## config.mk

```make
export PLATFORM = sky130hd
export DESIGN_NAME = dict_header_tokenizer
export DESIGN_NICKNAME = d
export VERILOG_FILES = /design/src/sv/dht_pkg.sv /design/src/sv/dht_core.sv /design/src/sv/dht_outq.sv /design/src/sv/dict_header_tokenizer.sv
export SDC_FILE = /design/constraint.sdc
export NUM_CORES = 1
export LEC_CHECK = 0
export ABC_AREA = 1
export BUFFER_PORTS_ARGS = -buffer_cell sky130_fd_sc_hd__buf_2
export CORE_MARGIN = 3
export CORE_UTILIZATION = 65
export DETAILED_ROUTE_END_ITERATION = 12
export PLACE_DENSITY_LB_ADDON = 0.12
export SYNTH_ARGS = -nofsm -noshare
export SYNTH_HDL_FRONTEND = slang
export SYNTH_HIERARCHICAL = 1
export SYNTH_SLANG_ARGS = --single-unit
```

## constraint.sdc

```tcl
create_clock -name aclk -period 7.3 [get_ports aclk]
set_clock_uncertainty 0.05 [all_clocks]
set_input_delay 0.365 -clock aclk [delete_from_list [all_inputs] [get_ports aclk]]
set_output_delay 0.365 -clock aclk [all_outputs]
set_load 0.005 [all_outputs]
```

## src/sv/dht_pkg.sv

```systemverilog
// ----------------------------------------------------------------------------
// dht_pkg
// Types and constants shared by the dictionary header tokenizer modules.
// ----------------------------------------------------------------------------
package dht_pkg;

    localparam int CH_W      = 8;
    localparam int KIND_W    = 2;
    localparam int IDX_W     = 6;
    localparam int OPOS_W    = 16;
    localparam int CNT_W     = 7;
    localparam int NEST_W    = 8;

    localparam int OUTQ_DEPTH = 4;
    localparam int OUTQ_AW    = 2;
    localparam int OUTQ_CW    = 3;

    localparam logic [CNT_W-1:0] MAX_TOK_RESET = 7'd10;

    localparam logic [KIND_W-1:0] KIND_KEY   = 2'd0;
    localparam logic [KIND_W-1:0] KIND_VALUE = 2'd1;
    localparam logic [KIND_W-1:0] KIND_DONE  = 2'd2;

    localparam logic signed [NEST_W-1:0] NEST_MAX = 8'sd127;
    localparam logic signed [NEST_W-1:0] NEST_MIN = -8'sd127;

    localparam logic [CH_W-1:0] CH_LBRACE = 8'h7B;
    localparam logic [CH_W-1:0] CH_RBRACE = 8'h7D;
    localparam logic [CH_W-1:0] CH_LPAREN = 8'h28;
    localparam logic [CH_W-1:0] CH_RPAREN = 8'h29;
    localparam logic [CH_W-1:0] CH_LBRACK = 8'h5B;
    localparam logic [CH_W-1:0] CH_RBRACK = 8'h5D;
    localparam logic [CH_W-1:0] CH_COLON  = 8'h3A;
    localparam logic [CH_W-1:0] CH_COMMA  = 8'h2C;
    localparam logic [CH_W-1:0] CH_SPACE  = 8'h20;
    localparam logic [CH_W-1:0] CH_QUOTE  = 8'h27;

    typedef enum logic [2:0] {
        PH_SEEK,
        PH_KEY_OPEN,
        PH_KEY_CLOSE,
        PH_COLON,
        PH_VAL_OPEN,
        PH_VAL_CLOSE,
        PH_STOPPED
    } phase_t;

    typedef struct packed {
        logic [CH_W-1:0] ch;
        logic            last;
    } in_item_t;

    typedef struct packed {
        logic [KIND_W-1:0] kind;
        logic [IDX_W-1:0]  tok_index;
        logic [OPOS_W-1:0] tok_start;
        logic [OPOS_W-1:0] tok_end;
        logic [CNT_W-1:0]  tok_count;
        logic              final_res;
    } out_item_t;

    typedef struct packed {
        logic push0;
        logic push1;
    } push_t;

endpackage

```

## src/sv/dht_core.sv

```systemverilog
// ----------------------------------------------------------------------------
// dht_core
// Scan state and per-character update; emits up to two results per character.
// ----------------------------------------------------------------------------
module dht_core #(
    parameter int POS_BITS = 16
) (
    input  logic                          aclk,
    input  logic                          aresetn,
    input  logic                          fire,
    input  dht_pkg::in_item_t             in_data,
    input  logic [dht_pkg::CNT_W-1:0]     max_tokens,
    output dht_pkg::push_t                push,
    output dht_pkg::out_item_t            res0,
    output dht_pkg::out_item_t            res1
);
    import dht_pkg::*;

    phase_t                   phase_reg, phase_next;
    logic [POS_BITS-1:0]      pos_reg, pos_next;
    logic [POS_BITS-1:0]      pend_reg, pend_next;
    logic [CNT_W-1:0]         cnt_reg, cnt_next;
    logic signed [NEST_W-1:0] nest_reg, nest_next;

    logic                     is_open, is_close, scanned, tok_emit, key_emit;
    logic [POS_BITS-1:0]      pos_inc;
    logic signed [NEST_W-1:0] nest_upd;
    logic [CNT_W-1:0]         cnt_upd;
    logic [POS_BITS+OPOS_W-1:0] start_ext, end_ext;
    out_item_t                tok_res, done_res;

    assign is_open  = in_data.ch inside {CH_LPAREN, CH_LBRACK, CH_LBRACE};
    assign is_close = in_data.ch inside {CH_RPAREN, CH_RBRACK, CH_RBRACE};
    assign pos_inc  = pos_reg + 1'b1;

    always_comb begin
        nest_upd = nest_reg;
        case (phase_reg)
            PH_VAL_OPEN: begin
                nest_upd = is_open ? NEST_W'(1) : '0;
            end
            PH_VAL_CLOSE: begin
                if (is_open && nest_reg != NEST_MAX) begin
                    nest_upd = nest_reg + 1'b1;
                end else if (is_close && nest_reg != NEST_MIN) begin
                    nest_upd = nest_reg - 1'b1;
                end
            end
            default: nest_upd = nest_reg;
        endcase
    end

    assign key_emit = (phase_reg == PH_KEY_CLOSE) && (in_data.ch == CH_QUOTE);
    assign tok_emit = key_emit ||
                      ((phase_reg == PH_VAL_CLOSE) && (nest_upd == '0) &&
                       (in_data.ch == CH_COMMA));
    assign scanned  = (phase_reg == PH_SEEK) ? (in_data.ch == CH_LBRACE)
                                              : (phase_reg != PH_STOPPED);
    assign cnt_upd  = cnt_reg + CNT_W'(tok_emit);

    // next state
    always_comb begin
        phase_next = phase_reg;
        case (phase_reg)
            PH_SEEK:      if (in_data.ch == CH_LBRACE) phase_next = PH_KEY_OPEN;
            PH_KEY_OPEN:  if (in_data.ch == CH_QUOTE)  phase_next = PH_KEY_CLOSE;
            PH_KEY_CLOSE: if (in_data.ch == CH_QUOTE)  phase_next = PH_COLON;
            PH_COLON:     if (in_data.ch == CH_COLON)  phase_next = PH_VAL_OPEN;
            PH_VAL_OPEN:  if (in_data.ch != CH_SPACE)  phase_next = PH_VAL_CLOSE;
            PH_VAL_CLOSE: if (tok_emit)                phase_next = PH_KEY_OPEN;
            PH_STOPPED:   phase_next = PH_STOPPED;
            default:      phase_next = PH_SEEK;
        endcase
        if (scanned && cnt_upd >= max_tokens) begin
            phase_next = PH_STOPPED;
        end
        if (in_data.last) begin
            phase_next = PH_SEEK;
        end
    end

    always_comb begin
        pend_next = pend_reg;
        if ((phase_reg == PH_KEY_OPEN && in_data.ch == CH_QUOTE) ||
            (phase_reg == PH_VAL_OPEN && in_data.ch != CH_SPACE)) begin
            pend_next = pos_reg;
        end
        pos_next  = pos_inc;
        cnt_next  = cnt_upd;
        nest_next = nest_upd;
        if (in_data.last) begin
            pend_next = '0;
            pos_next  = '0;
            cnt_next  = '0;
            nest_next = '0;
        end
    end

    // outputs
    always_comb begin
        start_ext = {{OPOS_W{1'b0}}, pend_reg};
        end_ext   = {{OPOS_W{1'b0}}, (key_emit ? pos_inc : pos_reg)};

        tok_res.kind      = key_emit ? KIND_KEY : KIND_VALUE;
        tok_res.tok_index = cnt_reg[IDX_W-1:0];
        tok_res.tok_start = start_ext[OPOS_W-1:0];
        tok_res.tok_end   = end_ext[OPOS_W-1:0];
        tok_res.tok_count = '0;
        tok_res.final_res = 1'b0;

        done_res.kind      = KIND_DONE;
        done_res.tok_index = '0;
        done_res.tok_start = '0;
        done_res.tok_end   = '0;
        done_res.tok_count = cnt_upd;
        done_res.final_res = 1'b1;

        res0       = tok_emit ? tok_res : done_res;
        res1       = done_res;
        push.push0 = fire && (tok_emit || in_data.last);
        push.push1 = fire && tok_emit && in_data.last;
    end

    always_ff @(posedge aclk) begin
        if (!aresetn) begin
            phase_reg <= PH_SEEK;
            pos_reg   <= '0;
            pend_reg  <= '0;
            cnt_reg   <= '0;
            nest_reg  <= '0;
        end else if (fire) begin
            phase_reg <= phase_next;
            pos_reg   <= pos_next;
            pend_reg  <= pend_next;
            cnt_reg   <= cnt_next;
            nest_reg  <= nest_next;
        end
    end

endmodule

```

## src/sv/dht_outq.sv

```systemverilog
// ----------------------------------------------------------------------------
// dht_outq
// Small result queue: takes up to two results a cycle, hands out one while m_ready is high.
// ----------------------------------------------------------------------------
module dht_outq (
    input  logic                aclk,
    input  logic                aresetn,
    input  dht_pkg::push_t      push,
    input  dht_pkg::out_item_t  res0,
    input  dht_pkg::out_item_t  res1,
    output logic                room,
    output logic                m_valid,
    input  logic                m_ready,
    output dht_pkg::out_item_t  m_data
);
    import dht_pkg::*;

    out_item_t            mem_reg [OUTQ_DEPTH];
    logic [OUTQ_AW-1:0]   wr_ptr_reg, rd_ptr_reg;
    logic [OUTQ_AW-1:0]   wr_ptr_inc;
    logic [OUTQ_CW-1:0]   count_reg, count_next;
    logic                 pop;

    assign m_valid    = (count_reg != '0);
    assign m_data     = mem_reg[rd_ptr_reg];
    assign pop        = m_valid && m_ready;
    assign room       = (count_reg <= OUTQ_CW'(OUTQ_DEPTH - 2));
    assign wr_ptr_inc = wr_ptr_reg + 1'b1;
    assign count_next = count_reg + OUTQ_CW'(push.push0) + OUTQ_CW'(push.push1)
                        - OUTQ_CW'(pop);

    always_ff @(posedge aclk) begin
        if (push.push0) begin
            mem_reg[wr_ptr_reg] <= res0;
        end
        if (push.push1) begin
            mem_reg[wr_ptr_inc] <= res1;
        end
    end

    always_ff @(posedge aclk) begin
        if (!aresetn) begin
            wr_ptr_reg <= '0;
            rd_ptr_reg <= '0;
            count_reg  <= '0;
        end else begin
            count_reg <= count_next;
            if (pop) begin
                rd_ptr_reg <= rd_ptr_reg + 1'b1;
            end
            if (push.push1) begin
                wr_ptr_reg <= wr_ptr_reg + OUTQ_AW'(2);
            end else if (push.push0) begin
                wr_ptr_reg <= wr_ptr_inc;
            end
        end
    end

endmodule

```

## src/sv/dict_header_tokenizer.sv

```systemverilog
// ----------------------------------------------------------------------------
// dict_header_tokenizer
// Splits a flat key:value dictionary header into key and value tokens.
// ----------------------------------------------------------------------------
// Usage:
//   s_valid/s_ready/s_data carry one header character per transaction, with
//   last set on the final character of a header. m_valid/m_ready/m_data carry
//   results: key and value tokens with their start and end positions, and a
//   done result with the token count after the final character.
//   cfg_valid/cfg_ready/cfg_data write max_tokens; write it only while idle.
//   A character is scanned while it sits in the input register; its results
//   enter the queue at the edge on which it leaves that register, so m_valid
//   rises only after both the input register and the queue have taken it.
//   One character is accepted per cycle while the queue has room; one that
//   yields a token and a done result fills two of the four queue slots.
//   The input register advances only while the queue has two free slots, so
//   a stalled receiver stops input once three results are waiting; characters
//   that yield no result keep flowing until then.
//   Reset clears the scan state and the queue and sets max_tokens to 10.
// ----------------------------------------------------------------------------
module dict_header_tokenizer #(
    parameter int POS_BITS = 16
) (
    input  logic                        aclk,
    input  logic                        aresetn,
    input  logic                        s_valid,
    output logic                        s_ready,
    input  dht_pkg::in_item_t           s_data,
    output logic                        m_valid,
    input  logic                        m_ready,
    output dht_pkg::out_item_t          m_data,
    input  logic                        cfg_valid,
    output logic                        cfg_ready,
    input  logic [dht_pkg::CNT_W-1:0]   cfg_data
);
    import dht_pkg::*;

    logic              in_valid_reg;
    in_item_t          in_data_reg;
    logic [CNT_W-1:0]  max_tok_reg;
    logic              fire, room;
    push_t             push;
    out_item_t         res0, res1;

    assign fire      = in_valid_reg && room;
    assign s_ready   = !in_valid_reg || fire;
    assign cfg_ready = 1'b1;

    always_ff @(posedge aclk) begin
        if (!aresetn) begin
            in_valid_reg <= 1'b0;
            max_tok_reg  <= MAX_TOK_RESET;
        end else begin
            if (s_ready) begin
                in_valid_reg <= s_valid;
            end
            if (cfg_valid) begin
                max_tok_reg <= cfg_data;
            end
        end
    end

    always_ff @(posedge aclk) begin
        if (s_valid && s_ready) begin
            in_data_reg <= s_data;
        end
    end

    dht_core #(
        .POS_BITS (POS_BITS)
    ) u_core (
        .aclk       (aclk),
        .aresetn    (aresetn),
        .fire       (fire),
        .in_data    (in_data_reg),
        .max_tokens (max_tok_reg),
        .push       (push),
        .res0       (res0),
        .res1       (res1)
    );

    dht_outq u_outq (
        .aclk    (aclk),
        .aresetn (aresetn),
        .push    (push),
        .res0    (res0),
        .res1    (res1),
        .room    (room),
        .m_valid (m_valid),
        .m_ready (m_ready),
        .m_data  (m_data)
    );

endmodule

```

==> results of run 1 <==
## cells by family (layout without fill, tap and decap cells)
kind of cell | Yosys count | in the layout
buffers and inverters | 305 | 316
other | 3 | 42
flip-flops | 268 | 268
AND/OR/NAND/NOR | 650 | 650
XOR/XNOR | 16 | 16
AO/OA/AOI/OAI | 439 | 439
adder cells (fa/ha/maj) | 22 | 22
## cells in the mapped netlist (all sizes together)
master | n | share of area
o21a | 1 | 0.00052
o211ai | 1 | 0.00052
dfxtp | 67 | 0.092
xor2 | 15 | 0.0090
a22oi | 1 | 0.00052
nor3 | 7 | 0.0031
o22ai | 63 | 0.027
o21ai | 312 | 0.11
conb | 3 | 0.00077
nand4 | 12 | 0.0066
ha | 20 | 0.017
a21boi | 1 | 0.00052
buf | 91 | 0.049
a2bb2oi | 1 | 0.00060
nand3 | 74 | 0.028
nor4 | 3 | 0.0013
inv | 165 | 0.043
nor2 | 182 | 0.059
fa | 2 | 0.0027
a21oi | 54 | 0.019
clkbuf | 45 | 0.012
o31ai | 2 | 0.0010
o221ai | 1 | 0.00060
clkinv | 4 | 0.0010
nand2 | 370 | 0.10
or2 | 1 | 0.00043
nand3b | 1 | 0.00052
xnor2 | 1 | 0.00060
o2111ai | 1 | 0.00060
edfxtp | 201 | 0.41
a32o | 1 | 0.00069
## power by group
group,internal (W),switching [W]
Combinational,0.000212,0.000435
Sequential,0.00169,0.0000501
Clock,0.000857,0.000566
## path summary, 6_finish.rpt
check / start / endpoint / slack [ns] / cells past startpoint
worst max-delay path: u_core/nest_reg[0]$_SDFFE_PN0P_ / u_core/phase_reg[0]$_SDFFE_PN0P_ / 2.30 / 30
worst min-delay path: cfg_data[1] / max_tok_reg[1]$_SDFFE_PN1P_ / 0.01 / 3
worst max register to register: u_core/nest_reg[0]$_SDFFE_PN0P_ / u_core/phase_reg[0]$_SDFFE_PN0P_ / 2.30 / 30
worst min register to register: max_tok_reg[1]$_SDFFE_PN1P_ / max_tok_reg[1]$_SDFFE_PN1P_ / 0.41 / 2
## worst reg2reg max path: cells and delay by family (launching register included)
family                     cells  cell delay (ns)
AOI/OAI and AO/OA              3             0.60
xor gates and xnor gates       1             0.15
buffers and inverters          2             0.19
adders and majority gates      4             1.11
and+or+nand+nor               20             2.36
DFF                            1             0.45
## cell type report
| cell class | count | area (µm²) |
|---|---|---|
| timing repair buffer | 95 | 563 |
| multi-input combinational | 1169 | 5830 |
| fill | 1711 | 6260 |
| inverter | 169 | 642 |
| sequential | 268 | 7380 |
| clock buffer | 43 | 837 |
| tap | 280 | 350 |
| clock inverter | 9 | 104 |
## timing repair
action | 4_1_cts | 5_1_grt
hold buffers | 10 | 0
gates resized for setup | 0 | 0
endpoints found under the hold margin | 10 | 0
## metal layers
metal | part of all wire | track usage
met5 | 0 | 0
met4 | 0.024 | 0.0791
met3 | 0.066 | 0.0388
met2 | 0.49 | 0.490
met1 | 0.42 | 0.369
## per-stage QoR
| stage | worst slack (ns) | hold WS, ns |
|---|---|---|
| global placement | 2.51 | 0.397 |
| finish | 2.30 | 0.0108 |
| floorplan | 3.00 | 0.379 |
| global route | 1.76 | 0.0190 |
| CTS | 2.33 | 0.00120 |
| detailed placement | 2.35 | 0.397 |
==> flow_metrics.py, run 1 <==
metrics = {
    "drt": {
        "drt_iter0_markers": 950,
        "vias": 11600,
        "drt_first_pass_iters": 7,
        "vias_per_cell": 5.70,
        "drc_errors": 0,
        "wire_per_inst_um": 16.8,
        "final_antenna_net_count": 0,
        "wl_um": 34100,
    },
    "synthesis": {
        "ys_types": 50,
        "synth.cell_area_um2": 14600,
        "synth-xor-area-share": 0.00962,
        "synth_top_family_by_area": "simple AND/OR/NAND/NOR gates",
        "synthCells": 1703,
        "synth_compound_area_frac": 0.159,
        "synthMuxAreaShare": 0,
        "yosysSeqAreaShare": 0.506,
        "synthSimpleGateAreaFrac": 0.200,
        "synth-adder-area-share": 0.0199,
        "avgSynthCellArea_um2": 8.56,
        "ys_seq_elements": 268,
        "yosys_warnings": 6,
    },
    "grt": {
        "grt_use_total": 0.280,
        "grt_pass1_wl_um": 55300,
        "grt_start_max_net_pins": 97,
        "grt_antenna_before_repair": 0,
        "grt_overflow": 0,
        "grt_pass1_vias": 11100,
    },
    "sta": {
        "hold_viol": 0,
        "rsz0062_at_grt": "no",
        "slew_headroom": 0.283,
        "finalCritPeriodShare": 0.684,
        "fin_setup_tns_ns": 0,
        "fmax_ghz": 0.200,
        "timing.final.max_slew_violations": 0,
        "min_period_ns": 5.00,
        "finalSetupViolations": 0,
        "worstMarginPinSlew_ns": 1.07,
    },
    "worst_setup_path": {
        "crit_buf_inv": 2,
        "slowest_delay_ns": 0.45,
        "required_ns": 7.67,
        "crit_path_max_fanout": 19,
        "crit_top_cell": "nand2_1",
        "crit_arrival_ns": 5.37,
        "cp_slowest_cell": "dfxtp_1",
        "cp_top_family": "simple AND/OR/NAND/NOR gates",
        "path_class": "reg2reg",
        "start_kind": "flop",
        "crit_path_end_kind": "flop",
    },
    "power_and_ir_drop": {
        "leakagePower_nw": 5.31,
        "p_per_area_nw_per_um2": 243,
        "power_w": 0.00381,
        "peakVddDrop_mv": 0.198,
    },
    "placed_design": {
        "dp.cells": 1971,
        "io_buffers": 70,
        "gp_congestion": 0.877,
        "place_area_um2": 14700,
        "hpwl_um": 20900,
    },
    "min_path": {
        "min_path_type": "in2reg",
    },
    "floorplanning": {
        "fp.dieArea_um2": 24300,
        "start_util": 0.664,
        "die_x_um": 156,
        "die_y_um": 156,
        "num_rows": 54,
        "io_pins": 72,
        "core_area_um2": 22000,
    },
    "cts": {
        "cts_buffers": 28,
        "cts_tree": "built",
        "worstSkewPairLatency_ns": 0.55,
        "cts_setup_buffers": 0,
        "root_buffer": "clkbuf_16",
        "htree_levels": 1,
        "cts.clk_slew.worst_paths_ns": 0.06,
        "clock_sinks": 268,
        "clk_path_buf_depth": 3,
    },
    "layout": {
        "utilization": 0.715,
        "fin_cells": 2033,
        "mostFrequentLayoutCells": "nand2_1 (351), edfxtp_1 (201), o21ai_0 (190)",
        "final_nets": 1774,
        "design_area_um2": 15700,
        "layout-drive-gt1-share": 0.114,
        "area_growth_pct": 7.74,
        "final_common_cell": "nand2_1",
        "antennaDiodeCount": 0,
        "largest_register_ffs": 192,
    },
    "flow_run": {
        "max-cap-violations": 0,
    },
    "outcome": {
        "status": "completed",
    },
}
Power figures use the tool's default switching activity.
==> run 2: changes to the inputs <==
--- a/config.mk
+++ b/config.mk
@@ -8,7 +8,7 @@
 export ABC_AREA = 1
 export BUFFER_PORTS_ARGS = -buffer_cell sky130_fd_sc_hd__buf_2
 export CORE_MARGIN = 3
-export CORE_UTILIZATION = 65
+export CORE_UTILIZATION = 56
 export DETAILED_ROUTE_END_ITERATION = 12
 export PLACE_DENSITY_LB_ADDON = 0.12
 export SYNTH_ARGS = -nofsm -noshare
==> constraint.sdc (replaced) <==
create_clock -name aclk -period 4.5 [get_ports aclk]
set_clock_uncertainty 0.05 [all_clocks]
set_input_delay 0.225 -clock aclk [delete_from_list [all_inputs] [get_ports aclk]]
set_output_delay 0.225 -clock aclk [all_outputs]
set_load 0.005 [all_outputs]
==> flow_metrics.py, run 2 (synthesized netlist as in run 1, its figures left out) <==
metrics = {
    "sta": {
        "whs_ns": 0.0242,
        "timing.final.max_slew_violations": 0,
        "min_period_ns": 4.29,
        "finalCritPeriodShare": 0.953,
        "finalSetupViolations": 0,
        "hold_viol": 0,
        "worstMarginPinSlew_ns": 1.14,
        "slew_headroom": 0.233,
        "fmax_ghz": 0.233,
    },
    "grt": {
        "grt_overflow": 0,
        "grt_antenna_before_repair": 0,
        "grt_use_total": 0.245,
        "grt_pass1_wl_um": 56400,
        "grt_start_max_net_pins": 97,
        "grt_pass1_vias": 11200,
    },
    "floorplanning": {
        "io_pins": 72,
        "die_y_um": 167,
        "start_util": 0.574,
        "die_x_um": 167,
        "fp.dieArea_um2": 28000,
        "core_area_um2": 25400,
        "num_rows": 58,
    },
    "drt": {
        "wl_um": 35200,
        "wl_met2_um": 17800,
        "wire_per_inst_um": 16.7,
        "wirelength_met1_um": 15000,
        "drt_first_pass_iters": 8,
        "vias": 11600,
        "drt_iter0_markers": 974,
        "vias_per_cell": 5.51,
        "routed.top_layer": "met4",
        "met3WireLength_um": 1790,
        "drc_errors": 0,
        "final_antenna_net_count": 0,
    },
    "layout": {
        "fin_cells": 2112,
        "mostFrequentLayoutCells": "nand2_1 (339), edfxtp_1 (201), o21ai_0 (190)",
        "final_nets": 1806,
        "area_growth_pct": 11.8,
        "design_area_um2": 16300,
        "utilization": 0.641,
        "antennaDiodeCount": 0,
        "fillCellCount": 2128,
        "layout-drive-gt1-share": 0.146,
        "final_common_cell": "nand2_1",
        "largest_register_ffs": 192,
    },
    "power_and_ir_drop": {
        "p_per_area_nw_per_um2": 388,
        "leakagePower_nw": 5.49,
        "peakVddDrop_mv": 0.290,
        "power_w": 0.00632,
    },
    "worst_setup_path": {
        "slowest_delay_ns": 0.40,
        "required_ns": 4.87,
        "start_kind": "flop",
        "r2r_end": "u_core/phase_reg[2]$_SDFFE_PN0P_",
        "crit_arrival_ns": 4.66,
        "cp_slowest_cell": "edfxtp_1",
        "crit_path_end_kind": "flop",
        "reg2regPathDepth": 32,
        "crit_top_cell": "nand2_1",
        "crit_path_max_fanout": 8,
        "reg2reg_slack_ns": 0.21,
        "path_class": "reg2reg",
        "r2r-start": "in_data_reg[2]$_DFFE_PP_",
    },
    "placed_design": {
        "hpwl_um": 20800,
        "gp_congestion": 0.880,
        "place_area_um2": 14800,
        "dp.cells": 2032,
        "io_buffers": 70,
    },
    "cts": {
        "clock_sinks": 268,
        "cts.clk_slew.worst_paths_ns": 0.06,
        "worstSkewPairLatency_ns": 0.54,
        "cts_buffers": 29,
        "clk_path_buf_depth": 3,
        "root_buffer": "clkbuf_16",
        "cts_tree": "built",
        "htree_levels": 1,
    },
    "outcome": {
        "status": "completed",
    },
    "min_path": {
        "hold_depth": 3,
        "min_path_type": "in2reg",
        "whs_endpoint": "max_tok_reg[5]$_SDFFE_PN0P_",
        "hp-start": "cfg_valid",
    },
    "flow_run": {
        "max-cap-violations": 0,
    },
}
[run 2: cell count changes in the layout (fill, tap and decap cells not counted), sizes merged]
| cell | before | now |
|---|---|---|
| clkinv | 11 | 14 |
| clkbuf | 43 | 36 |
| buf | 85 | 104 |
| bufinv | 2 | 4 |
| nand2 | 370 | 371 |
| dlygate4sd3 | 10 | 21 |
[run 2: how the worst max path moves through the flow]
stage	from	end	slack [ns]	cells after the start
detailed placement	u_core/nest_reg[0]$_SDFFE_PN0P_	u_core/phase_reg[1]$_SDFFE_PN0P_	-0.08	30
floorplan	u_core/nest_reg[0]$_SDFFE_PN0P_	u_outq/mem_reg[0][0]$_DFFE_PP_	0.20	16
global placement	u_core/nest_reg[0]$_SDFFE_PN0P_	u_core/phase_reg[0]$_SDFFE_PN0P_	0.13	30
CTS	u_core/nest_reg[1]$_SDFFE_PN0P_	u_core/phase_reg[2]$_SDFFE_PN0P_	0.002	30
global route	in_data_reg[2]$_DFFE_PP_	u_core/phase_reg[0]$_SDFFE_PN0P_	-0.11	33
finish	in_data_reg[2]$_DFFE_PP_	u_core/phase_reg[2]$_SDFFE_PN0P_	0.21	32
[run 2: per-stage QoR]
step	setup WS (ns)	TNS [ns]
CTS	0.00168	0
floorplan	0.199	0
finish	0.211	0
global placement	0.133	0
global route	-0.108	-0.315
detailed placement	-0.0760	-0.216
[run 2: timing repair]
action / CTS / global route
pin swaps: 0 / 29
hold buffers: 21 / 0
endpoints found under the hold margin: 19 / 0
endpoints found under the setup margin: 3 / 3
resized for setup: 2 / 51
setup buffers: 0 / 8
cloned: 0 / 1
[run 2: critical path: cells and delay by family, from the launching register on]
family          cells  cell delay, ns
simple gates       21            1.97
compound gates      4            0.68
fa+ha+maj           2            0.45
flops               1            0.40
buf+inv             4            0.40
xor+xnor            1            0.19
[run 2: power by group]
group	internal (W)	leakage (nW)	total [W]	switching (W)
Sequential	0.00274	2.19	0.00279	0.0000485
Clock	0.00147	0.484	0.00241	0.000944
Combinational	0.000360	2.81	0.00112	0.000757
Total	0.00457	5.49	0.00632	0.00175
[run 2: routing by layer]
| layer | up-vias | global-route usage |
|---|---|---|
| met5 | - | 0 |
| met4 | 0 | 0.0647 |
| met3 | 62 | 0.0323 |
| met2 | 312 | 0.439 |
| met1 | 5477 | 0.314 |
| li1 | 5791 | - |
[run 2: layout make-up]
type	instances	area [µm²]	share of cell area
clock buffer	36	792	0.0486
clock inverter	14	176	0.0108
inverter	169	643	0.0395
multi-input combinational	1170	6020	0.369
sequential	268	7390	0.454
tap	330	413	0.0253
timing repair buffer	125	857	0.0526
